--- src/design/arosc_pkg.sv ---
// Shared types, constants and helpers for the AR order selection criteria block.
package arosc_pkg;

	localparam int ORDER_W = 7;
	localparam logic [ORDER_W-1:0] MAX_ORDER = 7'd64;
	localparam logic [31:0] ONE_Q16 = 32'h0001_0000;
	localparam logic [29:0] LN2_Q30 = 30'd744261118;
	localparam logic signed [41:0] TERM_BIG = 42'sh100_0000_0000;
	localparam logic [47:0] SUM_MAX = 48'hFFFF_FFFF_FFFF;
	localparam logic signed [49:0] SAT_HI = 50'sd2147483647;
	localparam logic signed [49:0] SAT_LO = -50'sd2147483648;

	// configuration register indexes
	localparam logic [1:0] REG_SAMPLE_COUNT = 2'd0;
	localparam logic [1:0] REG_LOG_N = 2'd1;
	localparam logic [1:0] REG_LOG_LOG_N = 2'd2;

	typedef struct packed {
		logic start;
		logic [63:0] dividend;
		logic [47:0] divisor;
	} div_req_t;

	typedef struct packed {
		logic done;
		logic [63:0] quotient;
	} div_rsp_t;

	function automatic logic signed [31:0] sat32(input logic signed [49:0] v);
		logic signed [31:0] r;
		if (v > SAT_HI) begin
			r = 32'sh7FFF_FFFF;
		end else if (v < SAT_LO) begin
			r = 32'sh8000_0000;
		end else begin
			r = v[31:0];
		end
		return r;
	endfunction

endpackage

--- src/design/arosc_log.sv ---
// Serial natural log: one-bit normalize shifts, 16 squaring steps, scale by ln 2.
module arosc_log (
	input  logic               clk,
	input  logic               arst_n,
	input  logic               start,
	input  logic [31:0]        x,
	output logic               busy,
	output logic signed [31:0] result
);
	import arosc_pkg::*;

	localparam logic [1:0] PH_NORM = 2'd0;
	localparam logic [1:0] PH_SQ   = 2'd1;
	localparam logic [1:0] PH_FIN  = 2'd2;

	logic               busy_q;
	logic [1:0]         ph_q;
	logic [31:0]        xn_q;
	logic [4:0]         s_q;
	logic [30:0]        m_q;
	logic [15:0]        frac_q;
	logic [3:0]         cnt_q;
	logic signed [31:0] res_q;
	logic [61:0]        sq;
	logic [31:0]        sq_top;
	logic signed [21:0] l2;
	logic signed [52:0] prod;
	logic signed [52:0] rnd;

	assign sq     = 62'(m_q) * 62'(m_q);
	assign sq_top = sq[61:30];
	assign l2     = ((22'sd15 - $signed({17'b0, s_q})) <<< 16) + $signed({6'b0, frac_q});
	assign prod   = 53'(l2) * $signed({23'b0, LN2_Q30});
	assign rnd    = (prod + 53'sd536870912) >>> 30;

	always_ff @(posedge clk or negedge arst_n) begin
		if (!arst_n) begin
			busy_q <= 1'b0;
			ph_q   <= PH_NORM;
		end else begin
			if (start) begin
				busy_q <= (x != 32'd0);
				ph_q   <= PH_NORM;
			end else if (busy_q) begin
				case (ph_q)
					PH_NORM: begin
						if (xn_q[31]) ph_q <= PH_SQ;
					end
					PH_SQ: begin
						if (cnt_q == 4'd15) ph_q <= PH_FIN;
					end
					PH_FIN: begin
						busy_q <= 1'b0;
					end
					default: begin
						busy_q <= 1'b0;
					end
				endcase
			end
		end
	end

	always_ff @(posedge clk) begin
		if (start) begin
			xn_q <= x;
			s_q  <= 5'd0;
			if (x == 32'd0) res_q <= 32'sh8000_0000;
		end else if (busy_q) begin
			case (ph_q)
				PH_NORM: begin
					if (xn_q[31]) begin
						// mantissa in Q1.30
						m_q    <= xn_q[31:1];
						frac_q <= 16'd0;
						cnt_q  <= 4'd0;
					end else begin
						xn_q <= {xn_q[30:0], 1'b0};
						s_q  <= s_q + 5'd1;
					end
				end
				PH_SQ: begin
					frac_q <= {frac_q[14:0], sq_top[31]};
					m_q    <= sq_top[31] ? sq_top[31:1] : sq_top[30:0];
					cnt_q  <= cnt_q + 4'd1;
				end
				PH_FIN: begin
					res_q <= rnd[31:0];
				end
				default: begin
					res_q <= res_q;
				end
			endcase
		end
	end

	assign busy   = busy_q;
	assign result = res_q;

endmodule

--- config.mk ---
export PLATFORM = sky130hd
export DESIGN_NAME = arosc_log
export DESIGN_NICKNAME = d
export VERILOG_FILES = /design/src/design/arosc_pkg.sv /design/src/design/arosc_log.sv
export SDC_FILE = /design/constraint.sdc
export NUM_CORES = 2
export LEC_CHECK = 0
export BUFFER_PORTS_ARGS = -buffer_cell sky130_fd_sc_hd__buf_2
export CAP_MARGIN = 30
export CORE_MARGIN = 3
export CORE_UTILIZATION = 61
export CTS_BUF_LIST = sky130_fd_sc_hd__clkbuf_8 sky130_fd_sc_hd__clkbuf_16
export DETAILED_ROUTE_END_ITERATION = 10
export PLACE_DENSITY = 0.77
export SLEW_MARGIN = 20
export SYNTH_ARGS = -nofsm -noshare
export SYNTH_HDL_FRONTEND = slang
export SYNTH_SLANG_ARGS = --single-unit
--- constraint.sdc ---
create_clock -name clk -period 8.2 [get_ports clk]
set_input_delay 1.64 -clock clk [delete_from_list [all_inputs] [get_ports clk]]
set_output_delay 1.64 -clock clk [all_outputs]
set_load 0.01 [all_outputs]
==> results.tsv <==
stage	metric	value	unit
sta	holdWs	535	ps
sta	maxSlewViolCount	0	
synthesis	async_flop_share	0.0261	
synthesis	ys_ff_latch	115	
detailed_routing	via_count	33200	
grt	grt_util_all_layers	0.336	
cts	cts_hold_buf	0	
flow_run	maxCapViolations	0	
synthesis	synth.distinct_cells	92	
synthesis	synthTopCellsByArea	fa_1 (44%), ha_1 (16%), inv_1 (11%), edfxtp_1 (7.4%), nand2_1 (3.2%)	
grt	grt_first_pass_wirelength	193000	um
cts	htreeDepth	4	
grt	grt_antenna_before_repair	3	
cts	cts_made_buffers	17	
finish	final_core_util	0.704	
critical_path	cp.arrival	8790	ps
synthesis	syn_area_per_cell	9.58	sq um
grt	overflow	0	
critical_path	worst_path_max_delay_cell	edfxtp_1	
sta	grt_setup_unrepaired	true	
synthesis	yosysSeqAreaShare	0.0780	
cts	clk_path_buf_depth	2	
synthesis	synth_flop_cell	edfxtp_1	
die	row_count	97	
critical_path	path_max_fanout	8	
synthesis	synthSimpleGateAreaFrac	0.110	
synthesis	yosysTopAreaCellShare	0.437	
synthesis	synthesis.nets	6059	
placed_design	post-dp-hpwl	104000	um
sta	max_freq	116	MHz
die	die_y	273	um
critical_path	crit_type	flop to flop	
sta	finalWorstSetupSlack	-401	ps
finish	drive_above_1_share	0.150	
worst_hold_path	hold_path.class	flop to flop	
critical_path	cp.required	8390	ps
sta	setup_viol	32	
cts	clockRootBuffer	clkbuf_16	
synthesis	synth_edf_count	107	
synthesis	synth-compound-area-share	0.0724	
placed_design	pre_cts_ws	-552	ps
synthesis	synth_top_family_by_area	adder cells	
run_status	violations	negative setup slack	
critical_path	start_kind	flop	
die	coreArea	0.0703	sq mm
placed_design	gp_congestion	0.964	
synthesis	synth_xor_area_frac	0.0196	
detailed_routing	via_per_inst	5.62	
cts	cts.clk_slew.worst_paths	60	ps
critical_path	worstSetupEndpointType	flop	
detailed_routing	antenna_left	0	
sta	worst_pin_slew	1050	ps
finish	nets	6468	
synthesis	synthCells	4536	
finish	syn_to_final_growth	14.0	%
sta	skew	10.8	ps
run_status	outcome	finished, violations left	
synthesis	synth.largest_area_cell	fa_1	
grt	grt_pass1_vias	35900	
grt	grt_start_max_net_pins	72	
detailed_routing	first_iter_violations	2695	
die	pin_count	68	
detailed_routing	dr.pass1.iters	5	
sta	period_needed	8600	ps
synthesis	yosys_warnings	0	
detailed_routing	drc_errors	0	
cts	cts_tree	built	
detailed_routing	avgRoutedWirePerCell	20.6	um
sta	relSlewSlack	0.295	
synthesis	synth_mux_area_frac	0.00556	
die	dieArea	0.0744	sq mm
sta	final.period_utilization	1.05	
critical_path	cpMostUsedCell	fa_1	
die	die_x	273	um
placed_design	io_buffers	67	
sta	final_hold_viol_count	0	
cts	clock_sinks	115	
synthesis	synth_fa_ha_area_frac	0.593	
die	initial_core_util	0.618	
cts	insertion_delay	450	ps
detailed_routing	routed_wl	121000	um
synthesis	synth_area	0.0434	sq mm
critical_path	critPathMaxStageDelay	570	ps
## worst max-delay path, delay by kind of cell, from the launching register on
kind                       cells  cell delay, ps
adders and majority gates      9            4310
AOI/OAI and AO/OA              6            1690
and+or+nand+nor                6            1310
DFF                            1             570
buffers and inverters          5             450
## cell families after synthesis
kind of cell,after synthesis
fa+ha+maj,1488
buf+inv,1393
simple gates,971
compound gates,449
flops,115
xor+xnor,97
mux,23
## per-layer routing
metal | GRT usage | up-vias | routed length, um
met1 | 0.454 | 16600 | 48500
met3 | 0.0720 | 294 | 11900
met4 | 0.118 | 0 | 4740
met5 | 0 | - | 0
met2 | 0.542 | 1525 | 56300
li1 | - | 14700 | -
## synth_stat cells, drive strengths merged, types with 14 or more instances
cell and n:
nor3 41, nor2 155, ha 539, xor2 41, edfxtp 107, and3 19, nand3 43, nand4 24
o21ai 71, xnor2 56, buf 27, a22o 31, and2 208, o21a 16, fa 949, nor4 18
inv 1238, a221o 16, or2 17, o211ai 21, clkbuf 126, a21o 62, mux2i 17, nor2b 16
nand2 375, a211o 14, a211oi 14, a21oi 109
## metrics by stage
step / cells / instance area, sq um / setup TNS (ps)
2_1_floorplan: 4536 / 43500 / 0
3_3_place_gp: 5828 / 47900 / -10330
3_5_place_dp: 5829 / 48000 / -15300
4_1_cts: 5873 / 48800 / -6050
5_1_grt: 5898 / 49500 / -17250
6_report: 5900 / 49500 / -10180
## sequential cells by signal, summed over array words and instances (netlist names)
signal  cells
busy        1
s_q         5
result     24
cnt_q       4
frac_q     16
xn_q       32
ph_q        2
m_q        31
## cell usage in the layout (no fill, tap or decap), types with 55 or more instances in the layout
master       n
a21o_1      62
fa_1       919
ha_1       528
a21oi_1     96
o21ai_0     56
inv_1     1231
xnor2_1     55
nand2_1    370
buf_2       69
and2_1     199
nor2_1     148
edfxtp_1   107
buf_4      418
## timing repair
action	CTS	global route
resized for setup	61	110
pin swaps	11	52
gates cloned	2	3
buffers inserted	11	22
hold endpoints to repair	0	0
endpoints found under the setup margin	34	37
## final cells by class
type,instances,area [sq um]
flip-flops and latches,115,3390
inverters,1240,4660
clock inverters,15,173
repair buffers,542,4370
multi-input cells,3028,35300
fillers,5115,20800
well taps,940,1180
clock buffers,17,425
repair inverters,1,5.00
diodes,2,5.00
## path summary, 6_finish.rpt
kind | startpoint | end | slack [ps] | depth (start not counted)
max in group asynchronous | arst_n | ph_q[0] | 7130 | 1
min in group asynchronous | arst_n | busy | 970 | 1
setup / recovery | m_q[12] | m_q[14] | -400 | 26
hold / removal | xn_q[0] | xn_q[1] | 530 | 1
setup reg to reg | m_q[12] | m_q[14] | -400 | 26
hold reg to reg | xn_q[0] | xn_q[1] | 530 | 1
Power is not shown: default switching activity piles up to over one toggle a cycle in this logic, so the estimate is an artifact.
