**config.mk**
```make
export PLATFORM = sky130hd
export DESIGN_NAME = arosc_div
export DESIGN_NICKNAME = d
export VERILOG_FILES = /design/src/design/arosc_pkg.sv /design/src/design/arosc_div.sv
export SDC_FILE = /design/constraint.sdc
export NUM_CORES = 1
export LEC_CHECK = 0
export ABC_AREA = 1
export BUFFER_PORTS_ARGS = -buffer_cell sky130_fd_sc_hd__clkbuf_2
export CORE_ASPECT_RATIO = 1.4
export CORE_MARGIN = 1
export CORE_UTILIZATION = 64
export CTS_BUF_LIST = sky130_fd_sc_hd__clkbuf_4 sky130_fd_sc_hd__clkbuf_8
export DETAILED_ROUTE_END_ITERATION = 10
export PLACE_DENSITY = 0.95
export SLEW_MARGIN = 20
export SYNTH_ARGS = -nofsm -noshare
export SYNTH_HDL_FRONTEND = slang
export SYNTH_SLANG_ARGS = --single-unit
```
**constraint.sdc**
```tcl
create_clock -name clk -period 4.7 [get_ports clk]
set_input_delay 0.705 -clock clk [delete_from_list [all_inputs] [get_ports clk]]
set_output_delay 0.705 -clock clk [all_outputs]
set_load 0.005 [all_outputs]
```
**src/design/arosc_pkg.sv**
```systemverilog
// Shared types, constants and helpers for the AR order selection criteria block.
package arosc_pkg;

	localparam int ORDER_W = 7;
	localparam logic [ORDER_W-1:0] MAX_ORDER = 7'd64;
	localparam logic [31:0] ONE_Q16 = 32'h0001_0000;
	localparam logic [29:0] LN2_Q30 = 30'd744261118;
	localparam logic signed [41:0] TERM_BIG = 42'sh100_0000_0000;
	localparam logic [47:0] SUM_MAX = 48'hFFFF_FFFF_FFFF;
	localparam logic signed [49:0] SAT_HI = 50'sd2147483647;
	localparam logic signed [49:0] SAT_LO = -50'sd2147483648;

	// configuration register indexes
	localparam logic [1:0] REG_SAMPLE_COUNT = 2'd0;
	localparam logic [1:0] REG_LOG_N = 2'd1;
	localparam logic [1:0] REG_LOG_LOG_N = 2'd2;

	typedef struct packed {
		logic start;
		logic [63:0] dividend;
		logic [47:0] divisor;
	} div_req_t;

	typedef struct packed {
		logic done;
		logic [63:0] quotient;
	} div_rsp_t;

	function automatic logic signed [31:0] sat32(input logic signed [49:0] v);
		logic signed [31:0] r;
		if (v > SAT_HI) begin
			r = 32'sh7FFF_FFFF;
		end else if (v < SAT_LO) begin
			r = 32'sh8000_0000;
		end else begin
			r = v[31:0];
		end
		return r;
	endfunction

endpackage

```
**src/design/arosc_div.sv**
```systemverilog
// Bit-serial restoring divider: one quotient bit per cycle.
module arosc_div (
	input  logic                clk,
	input  logic                arst_n,
	input  arosc_pkg::div_req_t req,
	output arosc_pkg::div_rsp_t rsp
);
	import arosc_pkg::*;

	logic        busy_q;
	logic        done_q;
	logic [5:0]  cnt_q;
	logic [63:0] dvd_q;
	logic [47:0] rem_q;
	logic [47:0] dsr_q;
	logic [48:0] rs;
	logic [48:0] diff;
	logic        ge;

	assign rs   = {rem_q, dvd_q[63]};
	assign ge   = rs >= {1'b0, dsr_q};
	assign diff = rs - {1'b0, dsr_q};

	always_ff @(posedge clk or negedge arst_n) begin
		if (!arst_n) begin
			busy_q <= 1'b0;
			done_q <= 1'b0;
			cnt_q  <= 6'd0;
		end else begin
			done_q <= 1'b0;
			if (req.start) begin
				busy_q <= 1'b1;
				cnt_q  <= 6'd0;
			end else if (busy_q) begin
				cnt_q <= cnt_q + 6'd1;
				if (cnt_q == 6'd63) begin
					busy_q <= 1'b0;
					done_q <= 1'b1;
				end
			end
		end
	end

	always_ff @(posedge clk) begin
		if (req.start) begin
			dvd_q <= req.dividend;
			dsr_q <= req.divisor;
			rem_q <= 48'd0;
		end else if (busy_q) begin
			// remainder stays below the divisor, so it fits 48 bits
			rem_q <= ge ? diff[47:0] : rs[47:0];
			dvd_q <= {dvd_q[62:0], ge};
		end
	end

	assign rsp.done     = done_q;
	assign rsp.quotient = dvd_q;

endmodule

```
==> results of run 1 <==
-- where the power goes --
part	internal, mW	total (mW)	switching, mW
clock	0.407	1.05	0.644
combinational	1.20	3.42	2.23
sequential	1.87	2.05	0.180
-- metal layers --
layer	track usage (%)	up-vias	share of wire, %
li1	-	5386	-
met1	38.7	4773	39
met2	64.4	364	52
met3	5.33	92	4.9
met4	17.5	0	4.2
met5	0	-	0
-- cell usage after synthesis (3+ instances only) --
cell type	instances	area share [%]
sky130_fd_sc_hd__nor2_2	6	0.34
sky130_fd_sc_hd__dfrtp_1	8	1.8
sky130_fd_sc_hd__buf_2	7	0.31
sky130_fd_sc_hd__nand3b_1	25	1.7
sky130_fd_sc_hd__inv_2	8	0.27
sky130_fd_sc_hd__xor2_1	3	0.23
sky130_fd_sc_hd__clkbuf_1	23	0.77
sky130_fd_sc_hd__nand2_1	720	24
sky130_fd_sc_hd__dfxtp_1	48	8.6
sky130_fd_sc_hd__o21a_1	3	0.20
sky130_fd_sc_hd__o21bai_1	3	0.20
sky130_fd_sc_hd__o21ai_0	26	1.2
sky130_fd_sc_hd__buf_6	5	0.50
sky130_fd_sc_hd__ha_1	49	5.5
sky130_fd_sc_hd__nand3_1	120	5.4
sky130_fd_sc_hd__and2_1	3	0.17
sky130_fd_sc_hd__a21oi_1	27	1.2
sky130_fd_sc_hd__nand4_1	12	0.67
sky130_fd_sc_hd__nor3_1	8	0.36
sky130_fd_sc_hd__xnor2_1	19	1.5
sky130_fd_sc_hd__nor2_4	3	0.30
sky130_fd_sc_hd__nor2_1	98	3.3
sky130_fd_sc_hd__edfxtp_1	112	30
sky130_fd_sc_hd__inv_1	298	10
-- stage by stage --
step | power (mW) | worst slack, ps | hold slack (ps) | area (sq um) | std cells
after floorplan | 4.66 | 1510 | 409 | 11200 | 1652
after global placement | 5.35 | 1600 | 456 | 12200 | 2028
after detailed placement | 5.45 | 1440 | 460 | 12200 | 2028
after CTS | 6.50 | 1450 | 42.5 | 12600 | 2060
after global routing | 7.07 | 1160 | 57.0 | 12600 | 2061
final | 6.52 | 1500 | 51.2 | 12600 | 2061
-- critical path: stages (launching register included) --
cell and delay [ps]:
sky130_fd_sc_hd__edfxtp_1 340, sky130_fd_sc_hd__inv_1 40, sky130_fd_sc_hd__ha_1 350, sky130_fd_sc_hd__nand2_1 140, sky130_fd_sc_hd__nor2_2 150, sky130_fd_sc_hd__inv_2 70
sky130_fd_sc_hd__nor2_1 150, sky130_fd_sc_hd__inv_1 120, sky130_fd_sc_hd__nor2_4 150, sky130_fd_sc_hd__nand3_4 510, sky130_fd_sc_hd__nand2_4 680, sky130_fd_sc_hd__nand2_1 110
sky130_fd_sc_hd__nand3_1 100, sky130_fd_sc_hd__o21ai_0 100
-- kinds of logic after synthesis --
logic type,after synthesis,synth area share [%]
AOI/OAI and AO/OA,64,3.13
xor gates and xnor gates,22,1.72
adders and majority gates,50,5.65
buffers and inverters,347,12.3
DFF,168,40.4
and+or+nand+nor,1001,36.8
-- sequential cells by signal (all words and copies together) (netlist names) --
register  count
dvd_q        64
dsr_q        48
rem_q        48
cnt_q         6
busy_q        1
done_q        1
-- worst paths after layout --
check	start	end	slack [ps]	depth (start not counted)
max	dsr_q[24]	rem_q[11]	1500	13
min	arst_n	busy_q	50	1
max reg2reg	dsr_q[24]	rem_q[11]	1500	13
min reg2reg	rem_q[33]	rem_q[33]	480	2
max in group asynchronous	arst_n	cnt_q[4]	4460	1
min in group clk	req[12]	dsr_q[12]	390	1
-- area by class of cell --
type | instances | area, sq um | share of cell area [%]
clock buffers | 18 | 241 | 1.91
well taps | 232 | 290 | 2.30
flip-flops and latches | 168 | 4520 | 35.8
multi-input cells | 1137 | 5310 | 42.0
clock inverters | 14 | 160 | 1.27
repair buffers | 185 | 963 | 7.62
inverters | 307 | 1150 | 9.11
==> results.yml, run 1 <==
outcome:
  outcome: "finished, final reports clean"
run:
  max-cap-violations: 0
setup_path:
  start_kind: "flop"
  worstSetupEndpointType: "flop"
  crit_path_dat_ps: 3510
  criticalPathCategory: "flop to flop"
  cp_max_fo: 50
  worst_ep_required_time_ps: 5010
timing:
  finalSetupViolCount: 0
  fmax_mhz: 313
  post-route-period-util_pct: 68.0
  fin_setup_tns_ps: 0
  setup_repair_after_global_routing_missed_its_margin: "false"
  fin_crit_ps: 3200
  hold_viol: 0
  maxSlewHeadroom_pct: 31.9
  timing_worst_slew_pin_value_ps: 1020
  worst_clock_skew_ps: 17.4
  drv_slew: 0
grt:
  antenna_found_initial: 0
  overflow: 0
  grt_start_max_net_pins: 90
  track_usage_pct: 34.8
  first_pass_grt_wire_length_microns: 48600
  first_global_vias: 10384
drt:
  vias_per_cell: 5.15
  route.detailed.wl_per_inst_microns: 14.8
  first_iter_violations: 786
  drt_drc: 0
  dr_vias: 10615
  drt-pass1-iter-count: 6
  routed_wirelength_microns: 30400
  postRouteAntennaNets: 0
floorplanning:
  die_x_microns: 114
  die_h_microns: 159
  rows: 56
  ioPinCount: 180
  die-area_sq_um: 18000
  core_area_sq_um: 17000
  initial_utilization_pct: 66.1
power_and_ir_drop:
  total_leakage_power_nw: 7.07
  power_per_cell_area_nw_per_um2: 516
  vdd_drop_max_uv: 321
clock_tree:
  max-clock-path-buffers: 2
  ctsRootBufferMaster: "sky130_fd_sc_hd__clkbuf_8"
  post_cts_buffers: 0
  cts_repair_resize_count: 0
  hold_buffers: 0
  htree_num_levels: 4
  cts_made_buffers: 17
  clk-insertion-delay-late_ps: 480
  clk_pin_slew_ps: 110
  cts_num_sinks: 168
  tritoncts: "done"
logic_synthesis:
  netlist_area_sq_um: 11200
  synth-async-reset-ratio_pct: 4.76
  yosysSeqAreaShare_pct: 40.4
  synth.yosys.warnings: 0
  synthDistinctLibCells: 39
  synth-edff-count: 112
  synthesized_area_per_cell_sq_um: 6.78
  syn-instance-count: 1652
  synthesis_stage_register_bit_count: 168
  dominantRegCellSynth: "sky130_fd_sc_hd__edfxtp_1"
  synth_fp_nets: 1817
place:
  place.gp.congestion: 0.991
  dpl.hpwl_microns: 23600
  port_buffers: 179
layout:
  finish.net_count: 1981
  final_util_pct: 74.6
  leading_cell_types_in_the_layout_fill_and_taps_excluded: "sky130_fd_sc_hd__nand2_1 (720), sky130_fd_sc_hd__inv_1 (297), sky130_fd_sc_hd__clkbuf_2 (178)"
  antenna_cells_inserted: 0
  mostFrequentLayoutCell: "sky130_fd_sc_hd__nand2_1"
  layout-drive-gt1-share_pct: 13.3
  area.growth.synth_to_final_pct: 12.8
  number_of_fillers_in_the_final_layout: 1382
min_path:
  timing.hold.worst.class: "input port to asynchronous set/reset pin"
Note: power is estimated with default switching activity, not from simulation.
==> run 2: changes to the inputs <==
--- a/config.mk
+++ b/config.mk
@@ -5,14 +5,14 @@
 export SDC_FILE = /design/constraint.sdc
 export NUM_CORES = 1
 export LEC_CHECK = 0
-export ABC_AREA = 1
+export ABC_AREA = 0
 export BUFFER_PORTS_ARGS = -buffer_cell sky130_fd_sc_hd__clkbuf_2
 export CORE_ASPECT_RATIO = 1.4
 export CORE_MARGIN = 1
-export CORE_UTILIZATION = 64
+export CORE_UTILIZATION = 58
 export CTS_BUF_LIST = sky130_fd_sc_hd__clkbuf_4 sky130_fd_sc_hd__clkbuf_8
 export DETAILED_ROUTE_END_ITERATION = 10
-export PLACE_DENSITY = 0.95
+export PLACE_DENSITY = 0.93
 export SLEW_MARGIN = 20
 export SYNTH_ARGS = -nofsm -noshare
 export SYNTH_HDL_FRONTEND = slang
==> constraint.sdc (replaced) <==
create_clock -name clk -period 3.05 [get_ports clk]
set_input_delay 0.4575 -clock clk [delete_from_list [all_inputs] [get_ports clk]]
set_output_delay 0.4575 -clock clk [all_outputs]
set_load 0.005 [all_outputs]
==> run 2 against run 1 <==
The flow now finishes with violations (negative setup slack). Die area down 7.0%. First-iteration DRC count down 0.13%. Critical path depth down 1. Critical path type unchanged.
==> results.yml, run 2 <==
layout:
  finalNonFillerCells: 1368
  antenna_cells_inserted: 0
  finish.net_count: 1324
  max_flop_register: "dvd_q"
  mostFrequentLayoutCell: "sky130_fd_sc_hd__clkbuf_2"
  layout-drive-gt1-share_pct: 37.5
  flip_flop_count_of_the_largest_register_all_copies_and_words_added: 64
  leading_cell_types_in_the_layout_fill_and_taps_excluded: "sky130_fd_sc_hd__clkbuf_2 (178), sky130_fd_sc_hd__edfxtp_1 (112), sky130_fd_sc_hd__nand2_1 (85)"
  area.growth.synth_to_final_pct: 26.8
  postLayoutCellArea_sq_um: 12000
  largest_registers: "dvd_q: 64 flops, dsr_q: 48 flops, rem_q: 48 flops"
setup_path:
  worst_path_most_repeated_cell: "sky130_fd_sc_hd__o21ai_2"
  list_of_cells_traversed_by_the_critical_path: "buf_4, ha_1, nor2b_2, o21ai_2, a2111oi_4, o21ai_2, o211ai_2, a21oi_4, o41ai_4, nand2_1, a2111oi_0, a221o_1"
  start_kind: "flop"
  worst_path_largest_cell_delay_ps: 380
  crit_path_dat_ps: 3600
  reg2regPathDepth: 12
  criticalPathCategory: "flop to flop"
  cp_num_cells: 12
  cp_max_fo: 7
  worst_ep_required_time_ps: 3480
  worstSetupEndpointType: "flop"
  critical_path.slowest_cell: "sky130_fd_sc_hd__a2111oi_4"
  top_cell_family_by_delay_on_the_critical_path: "compound AO/OA/AOI/OAI gates"
  critical_path_buf_inv_count: 1
floorplanning:
  rows: 54
  core_area_sq_um: 15700
  die-area_sq_um: 16800
  die_h_microns: 153
  initial_utilization_pct: 59.9
  die_x_microns: 110
  ioPinCount: 180
outcome:
  outcome: "complete, but fails checks"
  violations_in_the_final_reports: "negative setup slack"
clock_tree:
  cts_made_buffers: 17
  clk-insertion-delay-late_ps: 490
  clk_pin_slew_ps: 110
  cts_num_sinks: 168
  tritoncts: "done"
  htree_num_levels: 4
  ctsRootBufferMaster: "sky130_fd_sc_hd__clkbuf_8"
  max-clock-path-buffers: 2
drt:
  vias_per_cell: 6.26
  postRouteAntennaNets: 0
  drt-pass1-iter-count: 6
  dr_vias: 8557
  route.detailed.wl_per_inst_microns: 20.0
  drt_drc: 0
  routed_wirelength_microns: 27300
  first_iter_violations: 785
grt:
  grt_start_max_net_pins: 139
  track_usage_pct: 30.9
  first_global_vias: 8148
  first_pass_grt_wire_length_microns: 39700
  antenna_found_initial: 0
  overflow: 0
timing:
  timing_worst_slew_pin_value_ps: 848
  finalSetupViolCount: 35
  post-route-period-util_pct: 104
  setup_repair_after_global_routing_missed_its_margin: "true"
  hold_slack_ps: 138
  worst_clock_skew_ps: 16.9
  hold_viol: 0
  fin_crit_ps: 3170
  fmax_mhz: 316
  drv_slew: 0
  setup_slack_ps: -117
  maxSlewHeadroom_pct: 43.5
place:
  port_buffers: 179
  place.gp.congestion: 0.961
  dp.cells: 1324
  placed_cell_area_sq_um: 11000
  dpl.hpwl_microns: 18600
power_and_ir_drop:
  intPower_mw: 4.02
  pwr-share-comb_pct: 26.7
  post-layout-total-power_mw: 6.03
  total_leakage_power_nw: 5.22
  power.share.switching_pct: 33.4
  vdd_drop_max_uv: 365
  clockPowerShare_pct: 27.2
  power_switching_mw: 2.02
  power_per_cell_area_nw_per_um2: 504
  seqPwrFrac_pct: 46.1
logic_synthesis:
  most_area_consuming_cells_after_synthesis: "sky130_fd_sc_hd__edfxtp_1 (36%), sky130_fd_sc_hd__dfxtp_1 (10%), sky130_fd_sc_hd__mux2_2 (7.8%)"
  dominantRegCellSynth: "sky130_fd_sc_hd__edfxtp_1"
  synth_fp_nets: 1092
  synth-edff-count: 112
  synthDistinctLibCells: 62
  synth-async-reset-ratio_pct: 4.76
  synthesized_area_per_cell_sq_um: 10.2
  synth.largest_area_cell: "sky130_fd_sc_hd__edfxtp_1"
  synth.yosys.warnings: 0
  netlist_area_sq_um: 9430
  most_used_standard_cells_in_the_synthesized_netlist: "sky130_fd_sc_hd__edfxtp_1 (112), sky130_fd_sc_hd__nand2_1 (97), sky130_fd_sc_hd__nor2_1 (73), sky130_fd_sc_hd__a21oi_1 (69), sky130_fd_sc_hd__mux2_2 (65)"
  syn-instance-count: 927
  synth_top_area_share_pct: 35.6
  synthesis_stage_register_bit_count: 168
  most_common_cell_in_the_netlist: "sky130_fd_sc_hd__edfxtp_1"
  yosysSeqAreaShare_pct: 48.0
min_path:
  timing.hold.worst.class: "input port to flop"
  hold_path_depth: 1
run:
  max-cap-violations: 0
-- run 2: area by class of cell --
class / instances / area, sq um
multi-input combinational: 647 / 4900
sequential: 168 / 4530
fill: 1009 / 3780
timing repair buffer: 261 / 1650
tap: 196 / 245
inverter: 64 / 240
clock buffer: 17 / 234
clock inverter: 15 / 174
-- run 2: cell families after synthesis --
kind of cell / after synthesis / synth area share, %
simple gates: 251 / 12.0
compound gates: 234 / 16.6
fa+ha+maj: 50 / 6.71
flops: 168 / 48.0
xor+xnor: 43 / 3.99
buf+inv: 112 / 4.56
mux: 69 / 8.18
-- run 2: metrics by stage --
stage                     worst slack (ps)  setup TNS, ps  util (%)
after floorplan                       55.4              0         -
after global placement                -145           -511      69.8
after detailed placement              -305          -3660      69.8
after CTS                             1.81              0      73.0
after global routing                  -211          -6200      76.0
final                                 -117          -1740      76.0
-- run 2: final timing paths --
kind	start	to	slack [ps]
worst max-delay path	rem_q[0]	rem_q[46]	-120
worst min-delay path	req[4]	dsr_q[4]	140
worst max register to register	rem_q[0]	rem_q[46]	-120
worst min register to register	rem_q[7]	rem_q[8]	520
max in group asynchronous	arst_n	busy_q	2490
min in group asynchronous	arst_n	done_q	340
-- run 2: metal layers --
metal / global-route usage, % / routed length [microns] / vias up
li1: - / - / 3867
met1: 34.8 / 9980 / 4097
met3: 6.35 / 1810 / 143
met2: 54.9 / 14000 / 450
met5: 0 / 0 / -
met4: 13.8 / 1490 / 0
-- run 2: power groups by stage --
stage | Clock (mW) | Combinational (mW) | Sequential [mW]
detailed placement | 0 | 1.38 | 2.82
global placement | 0 | 1.33 | 2.81
floorplan | 0 | 0.825 | 2.80
finish | 1.64 | 1.61 | 2.78
CTS | 1.64 | 1.41 | 2.78
global route | 1.74 | 1.72 | 2.80
-- run 2: what timing repair did --
action	4_1_cts	5_1_grt
gates resized for setup	14	75
gates cloned	0	4
pin swaps	5	23
hold buffers	1	0
setup buffers	3	4
endpoints found under the hold margin	8	0
endpoints found under the setup margin	48	49
